===== src/design/pvm_cdiv.sv =====
module pvm_cdiv #(
    parameter int DIVISOR = 10,
    parameter int NW      = 34,
    parameter int QW      = 24
) (
    input  logic          i_clk,
    input  logic          i_rst_n,
    input  logic          i_start,
    input  logic [NW-1:0] i_dividend,
    output logic          o_done,
    output logic [QW-1:0] o_quotient
);
    // floor(n / DIVISOR) = n * ceil(2^K / DIVISOR) >> K, K = NW + clog2(DIVISOR);
    // the product is built 16 dividend bits per cycle, top chunk first
    localparam int          LW  = $clog2(DIVISOR);
    localparam int          K   = NW + LW;
    localparam int          MB  = NW + 1;
    localparam logic [63:0] RCP = ((64'd1 << K) + 64'(DIVISOR) - 64'd1) / 64'(DIVISOR);
    localparam logic [MB-1:0] M = MB'(RCP);
    localparam int          CH  = (NW + 15) / 16;
    localparam int          PW  = CH * 16;
    localparam int          AW  = PW + MB;
    localparam int          PPW = MB + 16;
    localparam int          CW  = $clog2(CH + 1);

    logic [PW-1:0]  r_n;
    logic [AW-1:0]  r_acc;
    logic [CW-1:0]  r_cnt;
    logic           r_run;
    logic           r_done;
    logic [PPW-1:0] w_pp;
    logic [AW-1:0]  w_acc_n;

    assign w_pp       = PPW'(M) * PPW'(r_n[PW-1 -: 16]);
    assign w_acc_n    = (r_acc << 16) + AW'(w_pp);
    assign o_done     = r_done;
    assign o_quotient = QW'(r_acc >> K);

    always_ff @(posedge i_clk) begin
        if (!i_rst_n) begin
            r_run  <= 1'b0;
            r_done <= 1'b0;
            r_cnt  <= '0;
        end else begin
            r_done <= 1'b0;
            if (i_start) begin
                r_run <= 1'b1;
                r_cnt <= '0;
                r_acc <= '0;
                r_n   <= PW'(i_dividend);
            end else if (r_run) begin
                r_acc <= w_acc_n;
                r_n   <= r_n << 16;
                r_cnt <= r_cnt + 1'b1;
                if (r_cnt == CW'(CH - 1)) begin
                    r_run  <= 1'b0;
                    r_done <= 1'b1;
                end
            end
        end
    end

endmodule


===== config.mk =====
export PLATFORM = sky130hd
export DESIGN_NAME = pvm_cdiv
export DESIGN_NICKNAME = d
export VERILOG_FILES = /design/src/design/pvm_cdiv.sv
export SDC_FILE = /design/constraint.sdc
export NUM_CORES = 1
export LEC_CHECK = 0
export BUFFER_PORTS_ARGS = -buffer_cell sky130_fd_sc_hd__buf_2
export CORE_MARGIN = 3
export CORE_UTILIZATION = 45
export DETAILED_ROUTE_END_ITERATION = 8
export SYNTH_ARGS = -nofsm -noshare
export SYNTH_HDL_FRONTEND = slang
export SYNTH_SLANG_ARGS = --single-unit

===== constraint.sdc =====
create_clock -name i_clk -period 7.2 [get_ports i_clk]
set_input_delay 0.72 -clock i_clk [delete_from_list [all_inputs] [get_ports i_clk]]
set_output_delay 0.72 -clock i_clk [all_outputs]
set_load 0.02 [all_outputs]

==> results.py <==
metrics = {
    "run_status": {
        "outcome": "finished, final reports clean",
    },
    "hold_path": {
        "hp-start": "r_cnt[1]",
        "hold_path.class": "reg2reg",
        "hold_depth": 2,
        "worstHoldEndpoint": "r_cnt[1]",
    },
    "final_layout": {
        "syn2layout_area_growth_pct": 8.22,
        "drive_above_1_share": 0.103,
        "antenna_cells": 0,
        "nets": 1639,
        "nFillCells": 2621,
        "instances_no_fill": 1684,
        "stdcell_area_um2": 14100,
    },
    "cts": {
        "cts.sinks": 114,
        "numCtsBuffers": 17,
        "postCtsHoldBufs": 0,
        "cts_resized": 0,
        "clk_pin_slew_ns": 0.06,
        "insertion_delay_ns": 0.43,
        "tritoncts": "done",
        "cts_root_buf": "clkbuf_16",
        "clockBufferDepth": 2,
        "h-tree-depth": 4,
        "post_cts_buffers": 0,
    },
    "drt": {
        "ant_nets": 0,
        "firstDrtPassIters": 5,
        "drc_errors": 0,
        "wire_per_inst_um": 20.1,
        "avgViaCountPerCell": 5.41,
        "first_iter_violations": 690,
        "routed-via-count": 9109,
        "wl_um": 33900,
    },
    "critical_path": {
        "reg2reg_depth": 17,
        "crit_required_ns": 7.38,
        "cp.arrival_ns": 7.04,
        "crit_type": "reg2reg",
        "reg2reg_slack_ns": 0.34,
        "r2r-start": "r_n[45]",
        "timing.rr.end": "r_acc[52]",
        "cp_max_fo": 6,
        "cp-start-kind": "register",
        "endpoint_kind": "register",
        "crit_start": "r_n[45]",
    },
    "timing": {
        "whs_ns": 0.503,
        "finalMaxSlewViolations": 0,
        "finalSetupViolCount": 0,
        "rsz0062_at_grt": "no",
        "max_freq_ghz": 0.146,
        "clock-skew-final_ns": 0.0162,
        "min_period_ns": 6.86,
        "relSlewSlack": 0.354,
        "fin_crit_sh": 0.953,
        "finalHoldViolCount": 0,
        "fin_setup_tns_ns": 0,
        "tightest_slew_ns": 0.970,
    },
    "global_route": {
        "grt_pass1_vias": 9564,
        "grt_max_degree": 79,
        "antenna_found_initial": 0,
        "grt_overflow": 0,
        "grt_pass1_wl_um": 54200,
        "track_usage": 0.230,
    },
    "floorplanning": {
        "row_count": 61,
        "die_w_um": 176,
        "dieArea_um2": 31100,
        "initial_core_util": 0.463,
        "core_area_um2": 28200,
        "die_h_um": 176,
        "ioPinCount": 62,
    },
    "yosys": {
        "avgSynthCellArea_um2": 10.3,
        "synthArstFlopShare": 0,
        "netlist_instances": 1267,
        "synthTopCellsByArea": "edfxtp_1, fa_1, ha_1, inv_1, a21oi_1",
        "ys_warn_count": 0,
        "ys_seq_elements": 114,
        "synth_top_area_share": 0.253,
        "ys_top_cells_by_count": "inv_1, ha_1, fa_1, edfxtp_1, nor2_1",
        "netlist_area_um2": 13000,
        "yosysMostFrequentCell": "inv_1",
        "synthFlopType": "edfxtp_1",
        "ys_types": 67,
        "yosysTopAreaCell": "edfxtp_1",
        "syn_nets": 1613,
        "synth_edf_count": 110,
        "ys_seq_area_frac": 0.259,
    },
    "flow_run": {
        "drv_cap": 0,
    },
    "placed_design": {
        "dpl.cell_count": 1652,
        "place_hpwl_um": 27700,
        "post_dp_cell_area_um2": 13600,
        "gp_congestion": 0.980,
        "numPortBuffers": 61,
    },
}
## kinds of logic after synthesis
group / count (synthesis) / synth area share
mux: 24 / 0.0207
fa+ha+maj: 309 / 0.384
simple gates: 267 / 0.105
buf+inv: 308 / 0.0961
xor+xnor: 40 / 0.0269
compound gates: 205 / 0.108
flops: 114 / 0.259
## cells in the final DEF, fill, tap and decap left out, types with 5 or more instances in the layout
cell | synthesis | routed
a211oi_1 | 7 | 7
a21boi_0 | 6 | 6
a21o_1 | 34 | 34
a21oi_1 | 58 | 58
a31oi_1 | 8 | 8
and2_1 | 18 | 18
and3_1 | 10 | 10
buf_2 | 6 | 60
buf_4 | 24 | 7
clkbuf_16 | 0 | 17
clkinv_4 | 0 | 6
edfxtp_1 | 110 | 110
fa_1 | 152 | 152
ha_1 | 157 | 157
inv_1 | 248 | 248
mux2_1 | 5 | 5
mux2_2 | 19 | 19
nand2_1 | 45 | 45
nand2b_1 | 7 | 7
nand3_1 | 16 | 16
nand4_1 | 18 | 18
nor2_1 | 76 | 76
nor2b_1 | 28 | 28
nor3_1 | 20 | 20
nor4_1 | 7 | 7
o211ai_1 | 5 | 5
o21a_1 | 7 | 6
o21ai_0 | 28 | 28
o21ai_1 | 5 | 5
o21bai_1 | 12 | 12
or2_2 | 6 | 6
xnor2_1 | 29 | 29
xor2_1 | 11 | 11
## routing by layer
layer | GRT usage | share of wire | wire (µm) | up-vias
met5 | 0 | 0 | 0 | -
met4 | 0.0567 | 0.019 | 655 | 0
met3 | 0.0557 | 0.076 | 2560 | 38
met2 | 0.342 | 0.43 | 14600 | 309
met1 | 0.340 | 0.47 | 16000 | 4487
li1 | - | - | - | 4275
## cell type report
cell class	instances	area, µm²	share of cell area
multi-input combinational	845	8420	0.596
inverter	248	931	0.0659
tap	378	473	0.0335
timing repair buffer	67	353	0.0250
clock inverter	15	136	0.00966
sequential	114	3380	0.240
clock buffer	17	425	0.0301
## registers in the layout, indices dropped and copies added (netlist names)
signal	count
r_acc	62
r_n	48
r_cnt	2
o_done	1
r_run	1
## metrics by stage
stage                      util  setup WS [ns]
after floorplan               -           1.17
after global placement    0.481          0.391
after detailed placement  0.481          0.388
after CTS                 0.501          0.353
after global routing      0.501          0.122
final                     0.501          0.342
## critical path, stage by stage, from the launching register on
cell	delay (ns)
edfxtp_1	0.47
fa_1	0.56
inv_1	0.05
fa_1	0.50
fa_1	0.55
inv_1	0.07
fa_1	0.52
fa_1	0.55
fa_1	0.50
ha_1	0.40
a21o_1	0.25
o21bai_1	0.17
a311oi_1	0.74
a2111oi_4	0.20
o2111ai_1	0.29
nand2_1	0.19
a31oi_1	0.25
mux2_1	0.34
## how the worst max path moves through the flow
stage          cells past startpoint   endpoint
4_1_cts                           17  r_acc[52]
6_report                          17  r_acc[52]
5_1_grt                           19  r_acc[52]
2_1_floorplan                     17  r_acc[60]
3_5_place_dp                      17  r_acc[52]
3_3_place_gp                      17  r_acc[52]
Power is not shown: default switching activity piles up to over one toggle a cycle in this logic, so the estimate is an artifact.
