File: src/design/pvm_pkg.sv
package pvm_pkg;

    localparam int VOICES_DEF      = 48;
    localparam int SAMPLE_RATE_DEF = 44100;
    localparam int ATTACK_DEF      = 64;

    localparam logic KIND_TICK = 1'b0;
    localparam logic KIND_NOTE = 1'b1;

    localparam logic [2:0] WAVE_SINE   = 3'd0;
    localparam logic [2:0] WAVE_SQUARE = 3'd1;
    localparam logic [2:0] WAVE_SAW    = 3'd2;
    localparam logic [2:0] WAVE_TRI    = 3'd3;
    localparam logic [2:0] WAVE_NOISE  = 3'd4;

    localparam logic [23:0] ENV_FULL   = 24'hFFFFFF;
    localparam logic [23:0] ENV_FLOOR  = 24'd16778;
    localparam logic [15:0] AMP_SQUARE = 16'd19661;
    localparam logic [15:0] AMP_SAW    = 16'd22938;
    localparam logic [15:0] AMP_NOISE  = 16'd19661;
    localparam logic [16:0] SIN_A      = 17'd51472;
    localparam logic [15:0] SIN_B      = 16'd21024;
    localparam logic [15:0] SIN_C      = 16'd2320;
    localparam logic [31:0] LCG_MUL    = 32'd1664525;
    localparam logic [31:0] LCG_ADD    = 32'd1013904223;

    // top octave in 1/256 Hz
    localparam logic [21:0] TOP_HZ256 [12] = '{
        22'd2143237, 22'd2270680, 22'd2405702, 22'd2548752, 22'd2700309, 22'd2860878,
        22'd3030994, 22'd3211227, 22'd3402176, 22'd3604480, 22'd3818814, 22'd4045892
    };

    // 0.85 * tanh(k/4), Q0.15
    localparam logic [14:0] TANH_TAB [17] = '{
        15'd0, 15'd6822, 15'd12871, 15'd17691, 15'd21213, 15'd23627, 15'd25211,
        15'd26220, 15'd26851, 15'd27241, 15'd27480, 15'd27626, 15'd27715,
        15'd27769, 15'd27802, 15'd27822, 15'd27834
    };

endpackage

File: src/design/pvm_cdiv.sv
module pvm_cdiv #(
    parameter int DIVISOR = 10,
    parameter int NW      = 34,
    parameter int QW      = 24
) (
    input  logic          i_clk,
    input  logic          i_rst_n,
    input  logic          i_start,
    input  logic [NW-1:0] i_dividend,
    output logic          o_done,
    output logic [QW-1:0] o_quotient
);
    // floor(n / DIVISOR) = n * ceil(2^K / DIVISOR) >> K, K = NW + clog2(DIVISOR);
    // the product is built 16 dividend bits per cycle, top chunk first
    localparam int          LW  = $clog2(DIVISOR);
    localparam int          K   = NW + LW;
    localparam int          MB  = NW + 1;
    localparam logic [63:0] RCP = ((64'd1 << K) + 64'(DIVISOR) - 64'd1) / 64'(DIVISOR);
    localparam logic [MB-1:0] M = MB'(RCP);
    localparam int          CH  = (NW + 15) / 16;
    localparam int          PW  = CH * 16;
    localparam int          AW  = PW + MB;
    localparam int          PPW = MB + 16;
    localparam int          CW  = $clog2(CH + 1);

    logic [PW-1:0]  r_n;
    logic [AW-1:0]  r_acc;
    logic [CW-1:0]  r_cnt;
    logic           r_run;
    logic           r_done;
    logic [PPW-1:0] w_pp;
    logic [AW-1:0]  w_acc_n;

    assign w_pp       = PPW'(M) * PPW'(r_n[PW-1 -: 16]);
    assign w_acc_n    = (r_acc << 16) + AW'(w_pp);
    assign o_done     = r_done;
    assign o_quotient = QW'(r_acc >> K);

    always_ff @(posedge i_clk) begin
        if (!i_rst_n) begin
            r_run  <= 1'b0;
            r_done <= 1'b0;
            r_cnt  <= '0;
        end else begin
            r_done <= 1'b0;
            if (i_start) begin
                r_run <= 1'b1;
                r_cnt <= '0;
                r_acc <= '0;
                r_n   <= PW'(i_dividend);
            end else if (r_run) begin
                r_acc <= w_acc_n;
                r_n   <= r_n << 16;
                r_cnt <= r_cnt + 1'b1;
                if (r_cnt == CW'(CH - 1)) begin
                    r_run  <= 1'b0;
                    r_done <= 1'b1;
                end
            end
        end
    end

endmodule

File: src/design/pvm_soft_clip.sv
module pvm_soft_clip #(
    parameter int MW = 32
) (
    input  logic                 i_clk,
    input  logic                 i_rst_n,
    input  logic                 i_start,
    input  logic signed [MW-1:0] i_mix,
    output logic                 o_done,
    output logic signed [15:0]   o_sample
);
    import pvm_pkg::*;

    localparam int NW = MW + 4;
    localparam logic [NW-1:0] SAT_LIM = NW'(10) << 26;

    typedef enum logic [2:0] {C_IDLE, C_CHK, C_DIV, C_INT, C_SUM, C_OUT} t_cstate;

    t_cstate       r_state;
    logic [NW-1:0] r_n;
    logic          r_neg;
    logic [25:0]   r_x;
    logic [36:0]   r_prod;
    logic [14:0]   r_base;
    logic [15:0]   r_y;
    logic          r_done;
    logic [15:0]   r_sample;
    logic [MW-1:0] w_abs;
    logic [14:0]   w_diff;
    logic [4:0]    w_idx;
    logic          w_div_done;
    logic [25:0]   w_q;
    logic [36:0]   w_rnd;

    assign w_abs  = i_mix[MW-1] ? MW'(-i_mix) : MW'(i_mix);
    assign w_idx  = {1'b0, r_x[25:22]};
    assign w_diff = TANH_TAB[w_idx + 5'd1] - TANH_TAB[w_idx];
    assign w_rnd  = r_prod + 37'h200000;

    pvm_cdiv #(.DIVISOR(10), .NW(NW), .QW(26)) u_div (
        .i_clk      (i_clk),
        .i_rst_n    (i_rst_n),
        .i_start    (r_state == C_CHK && r_n < SAT_LIM),
        .i_dividend (r_n),
        .o_done     (w_div_done),
        .o_quotient (w_q)
    );

    assign o_done   = r_done;
    assign o_sample = r_sample;

    always_ff @(posedge i_clk) begin
        if (!i_rst_n) begin
            r_state <= C_IDLE;
            r_done  <= 1'b0;
        end else begin
            r_done <= 1'b0;
            unique case (r_state)
                C_IDLE: if (i_start) begin
                    r_neg   <= i_mix[MW-1];
                    r_n     <= NW'(w_abs) * NW'(9);
                    r_state <= C_CHK;
                end
                C_CHK: begin
                    if (r_n >= SAT_LIM) begin
                        r_y     <= {1'b0, TANH_TAB[16]};
                        r_state <= C_OUT;
                    end else begin
                        r_state <= C_DIV;
                    end
                end
                C_DIV: if (w_div_done) begin
                    r_x     <= w_q;
                    r_state <= C_INT;
                end
                C_INT: begin
                    r_prod  <= 37'(w_diff) * 37'(r_x[21:0]);
                    r_base  <= TANH_TAB[w_idx];
                    r_state <= C_SUM;
                end
                C_SUM: begin
                    r_y     <= {1'b0, r_base} + 16'(w_rnd >> 22);
                    r_state <= C_OUT;
                end
                C_OUT: begin
                    r_sample <= r_neg ? 16'(-r_y) : r_y;
                    r_done   <= 1'b1;
                    r_state  <= C_IDLE;
                end
                default: r_state <= C_IDLE;
            endcase
        end
    end

endmodule

File: config.mk
export PLATFORM = sky130hd
export DESIGN_NAME = pvm_soft_clip
export DESIGN_NICKNAME = d
export VERILOG_FILES = /design/src/design/pvm_pkg.sv /design/src/design/pvm_cdiv.sv /design/src/design/pvm_soft_clip.sv
export SDC_FILE = /design/constraint.sdc
export NUM_CORES = 2
export LEC_CHECK = 0
export ABC_AREA = 1
export BUFFER_PORTS_ARGS = -buffer_cell sky130_fd_sc_hd__buf_2
export CAP_MARGIN = 10
export CORE_ASPECT_RATIO = 0.8
export CORE_UTILIZATION = 28
export CTS_CLUSTER_DIAMETER = 200
export DETAILED_ROUTE_END_ITERATION = 8
export PLACE_DENSITY = 0.53
export SLEW_MARGIN = 15
export SYNTH_ARGS = -nofsm -noshare
export SYNTH_HDL_FRONTEND = slang
export SYNTH_SLANG_ARGS = --single-unit
File: constraint.sdc
create_clock -name i_clk -period 8.4 [get_ports i_clk]
set_clock_uncertainty 0.15 [all_clocks]
set_input_delay 1.68 -clock i_clk [delete_from_list [all_inputs] [get_ports i_clk]]
set_output_delay 1.68 -clock i_clk [all_outputs]
set_load 0.05 [all_outputs]
==> run summary <==
Static timing analysis puts the maximum clock frequency at 0.124 GHz. Clock network latency to the later pin of the worst-skew pair: 560 ps. Setup repair after global routing could not meet its margin everywhere. At the pin with the least slew margin, the transition time is 917 ps. The logs give 0 for the number of antenna violations at the first check in global routing and 0 for the final setup violation count. The run gives 0 ps as the final-layout setup total negative slack. The largest area contributor in the netlist was sky130_fd_sc_hd__edfxtp_1.

The detailed-route wire length came out at 104000 um. The primary flip-flop cell chosen by synthesis mapping was sky130_fd_sc_hd__edfxtp_1. The fraction of the core area covered by cells at the end of the flow is 0.325. The commonest cells after synthesis are sky130_fd_sc_hd__nand2_1 (929), sky130_fd_sc_hd__inv_1 (801), sky130_fd_sc_hd__nor2_1 (480).

Critical path's slowest cell: sky130_fd_sc_hd__fa_1. The tools report the H-tree depth as 2. The beginning of the worst register-to-register path is r_x[22]. For this design the static power due to leakage is 0.0187 uW. For this run, design rule violations remaining after detail routing come to 0.

At the worst endpoint, the required time is 8570 ps. The async set-reset flop share out of synthesis works out to 0. The core outline area was 0.119 mm2; the post-synthesis cell type count was 61. Yosys printed 0 warnings. The kind of path behind the tightest hold check is reg2reg. The tools report the number of standard-cell rows in the floorplan as 113. After synthesis, the mean cell area works out to 7.87 um2. VDD sags by at most 112 uV. Clock tree synthesis found a total of 247 sinks. The path with the worst hold slack has its endpoint at r_x[19]. For this run, the detailed router's first-pass iteration total came to 5. The final global-route overflow total is 0, and the count of flip-flops with a built-in enable after synthesis is 239.

The fraction of layout instances using a drive strength above 1 was 0.103. The worst register-to-register path ends at r_prod[36]. The number of nets handed over by synthesis was 4996.

The first global-routing pass estimated 163000 um of wire. Yosys instantiated no cell more often than sky130_fd_sc_hd__nand2_1. The share of the clock period used by the worst path works out to 0.959.

Clock tree synthesis inserted a total of 35 buffers. At the end of the flow, the number of nets in the layout was 5189. The length in cells of the worst reg-to-reg path came out at 37. TritonCTS built the clock tree. The wire-length estimate of the detail-placed layout is 87500 um. The effective utilization at floorplan is 0.282. The share of synthesized area occupied by flip-flops and latches is 0.219. In this run the vertical extent of the chip is 311 um. The most frequent cell on the critical path was sky130_fd_sc_hd__buf_4. Fill cells in the final layout number 12600. The area fraction of the dominant cell type after synthesis is 0.215, and the count of cells along the worst hold path is 0. 0 antenna diodes ended up in the layout.

Worst-case headroom to the max-slew limit: 0.386. The run gives 2418 as the number of DRC markers after the initial detailed-route iteration. Yosys attributes the largest share of cell area to sky130_fd_sc_hd__edfxtp_1 (21%), sky130_fd_sc_hd__fa_1 (21%), sky130_fd_sc_hd__ha_1 (14%), sky130_fd_sc_hd__nand2_1 (10%), sky130_fd_sc_hd__inv_1 (9.0%). The run gives 28400 as the via count of the first global-routing pass.

The die boundary width came out at 388 um. For this block, the via count after detailed routing is 28700. Dividing total power by cell area gives a power density of 111 mW/mm2.

The die covers 0.121 mm2. The worst setup path is captured at a flip-flop. The total power is 4270 uW, and the final worst hold slack is 254 ps.

No sink is reached through more buffers than the 3 on the longest clock path. For the number of maximum-capacitance constraint violations, the log shows 0. At the worst endpoint, the arrival time is 8230 ps. In this run, synthesis produced a sequential element count of 247.

The cell area after synthesis was 0.0334 mm2. The tools report the global-route usage over all layers as 0.172. The critical path is of the reg2reg type. The routed wirelength normalized by instance count came out at 17.2 um. Area overhead of the layout relative to synthesis: 15.2%. The clock edge transition at the registers on the reported setup and hold paths was 70 ps. Port buffering added 51 buffers. Along the worst path, the maximum fanout reaches 6.

The clock period could shrink to 8060 ps. The largest net degree at the start of global routing was 64. The worst setup path is launched from a flip-flop. The flow ran to the end, and the final reports show no timing, DRC or antenna violations. The longest individual stage delay on the worst path is 550 ps, and the final number of hold-violating endpoints is 0. For the setup slack on the worst flop-to-flop path, the log shows 340 ps. The tree is rooted in a sky130_fd_sc_hd__clkbuf_16. Once detail routing completed, the nets flagged for antenna violations numbered 0. The tools report the number of buffers inserted for hold repair after clock tree synthesis as 0. In the synthesized netlist, the number of instances is 4250.

The via density per instance came out at 4.76. The max-slew violation count is 0, and the I/O pin count is 52. The startpoint identified for the worst hold timing path is u_div.r_acc[59].

The tools report the routability-driven placement congestion ratio as 0.946.
## cells in the final DEF, fill, tap and decap left out, types with 87 or more instances in the layout
cell type / count
sky130_fd_sc_hd__fa_1: 340
sky130_fd_sc_hd__nand2_1: 910
sky130_fd_sc_hd__nor2_1: 459
sky130_fd_sc_hd__a21oi_1: 230
sky130_fd_sc_hd__ha_1: 344
sky130_fd_sc_hd__o21ai_0: 149
sky130_fd_sc_hd__inv_1: 790
sky130_fd_sc_hd__buf_4: 154
sky130_fd_sc_hd__edfxtp_1: 239
sky130_fd_sc_hd__nand3_1: 176
sky130_fd_sc_hd__xor2_1: 87
## flip-flops by register name, summed over array words and instances, names as in the netlist
name / flops
r_x: 26
o_done: 1
u_div.r_acc: 65
o_sample: 16
r_n: 36
r_state: 3
r_base: 15
r_y: 16
r_prod: 16
u_div.r_run: 1
u_div.r_cnt: 2
u_div.r_n: 48
u_div.o_done: 1
r_neg: 1
## per-layer routing
| layer | wire length (um) | track usage |
|---|---|---|
| met1 | 52000 | 0.263 |
| met2 | 41100 | 0.244 |
| met3 | 8690 | 0.0396 |
| met4 | 1730 | 0.0311 |
| met5 | 0 | 0 |
## report_power, final
| part | internal [uW] | switching [uW] | leakage (uW) | total (uW) |
|---|---|---|---|---|
| Combinational | 436 | 944 | 0.0160 | 1380 |
| Clock | 834 | 609 | 0.000534 | 1440 |
| Sequential | 1430 | 14.4 | 0.00222 | 1450 |
## critical path: cells and delay by family (launching register included)
family	cells	cell delay, ps
simple gates	12	1250
compound gates	7	1250
buf+inv	9	1250
fa+ha+maj	9	3540
flops	1	350
## stage by stage
step / area [um2] / instances / setup slack (ps)
final: 38500 / 6019 / 341
after global routing: 38500 / 6019 / -43.4
after CTS: 37700 / 6003 / 0.377
after detailed placement: 36600 / 5942 / -43.2
after global placement: 36600 / 5942 / 36.3
after floorplan: 33400 / 4250 / 4.85
## worst max path at each step
stage	start	endpoint	cells past startpoint
6_report	r_x[22]	r_prod[36]	37
5_1_grt	r_x[24]	r_prod[34]	38
4_1_cts	r_x[22]	r_prod[34]	37
3_5_place_dp	r_x[22]	r_prod[34]	37
3_3_place_gp	r_x[22]	r_prod[34]	37
2_1_floorplan	r_x[22]	r_prod[36]	40
## cell families (layout without fill, tap and decap cells)
group,after synthesis,after routing,synth area share
buffers and inverters,887,1104,0.102
adders and majority gates,711,711,0.343
xor gates and xnor gates,117,117,0.0306
AOI/OAI and AO/OA,539,539,0.0883
DFF,247,247,0.219
and+or+nand+nor,1749,1749,0.216
## cell type report
type,instances,area (um2),share of cell area
sequential,247,7340,0.190
timing repair buffer,223,1690,0.0439
clock inverter,21,198,0.00513
tap,1552,1940,0.0504
inverter,820,3110,0.0808
multi-input combinational,3116,23300,0.606
clock buffer,40,895,0.0232
## repair_timing
action / in CTS / in global routing
resized for setup: 4 / 176
setup endpoints to repair: 8 / 16
cloned: 0 / 1
buffers inserted: 0 / 14
pin swaps: 0 / 41
Note: power is estimated with default switching activity, not from simulation.
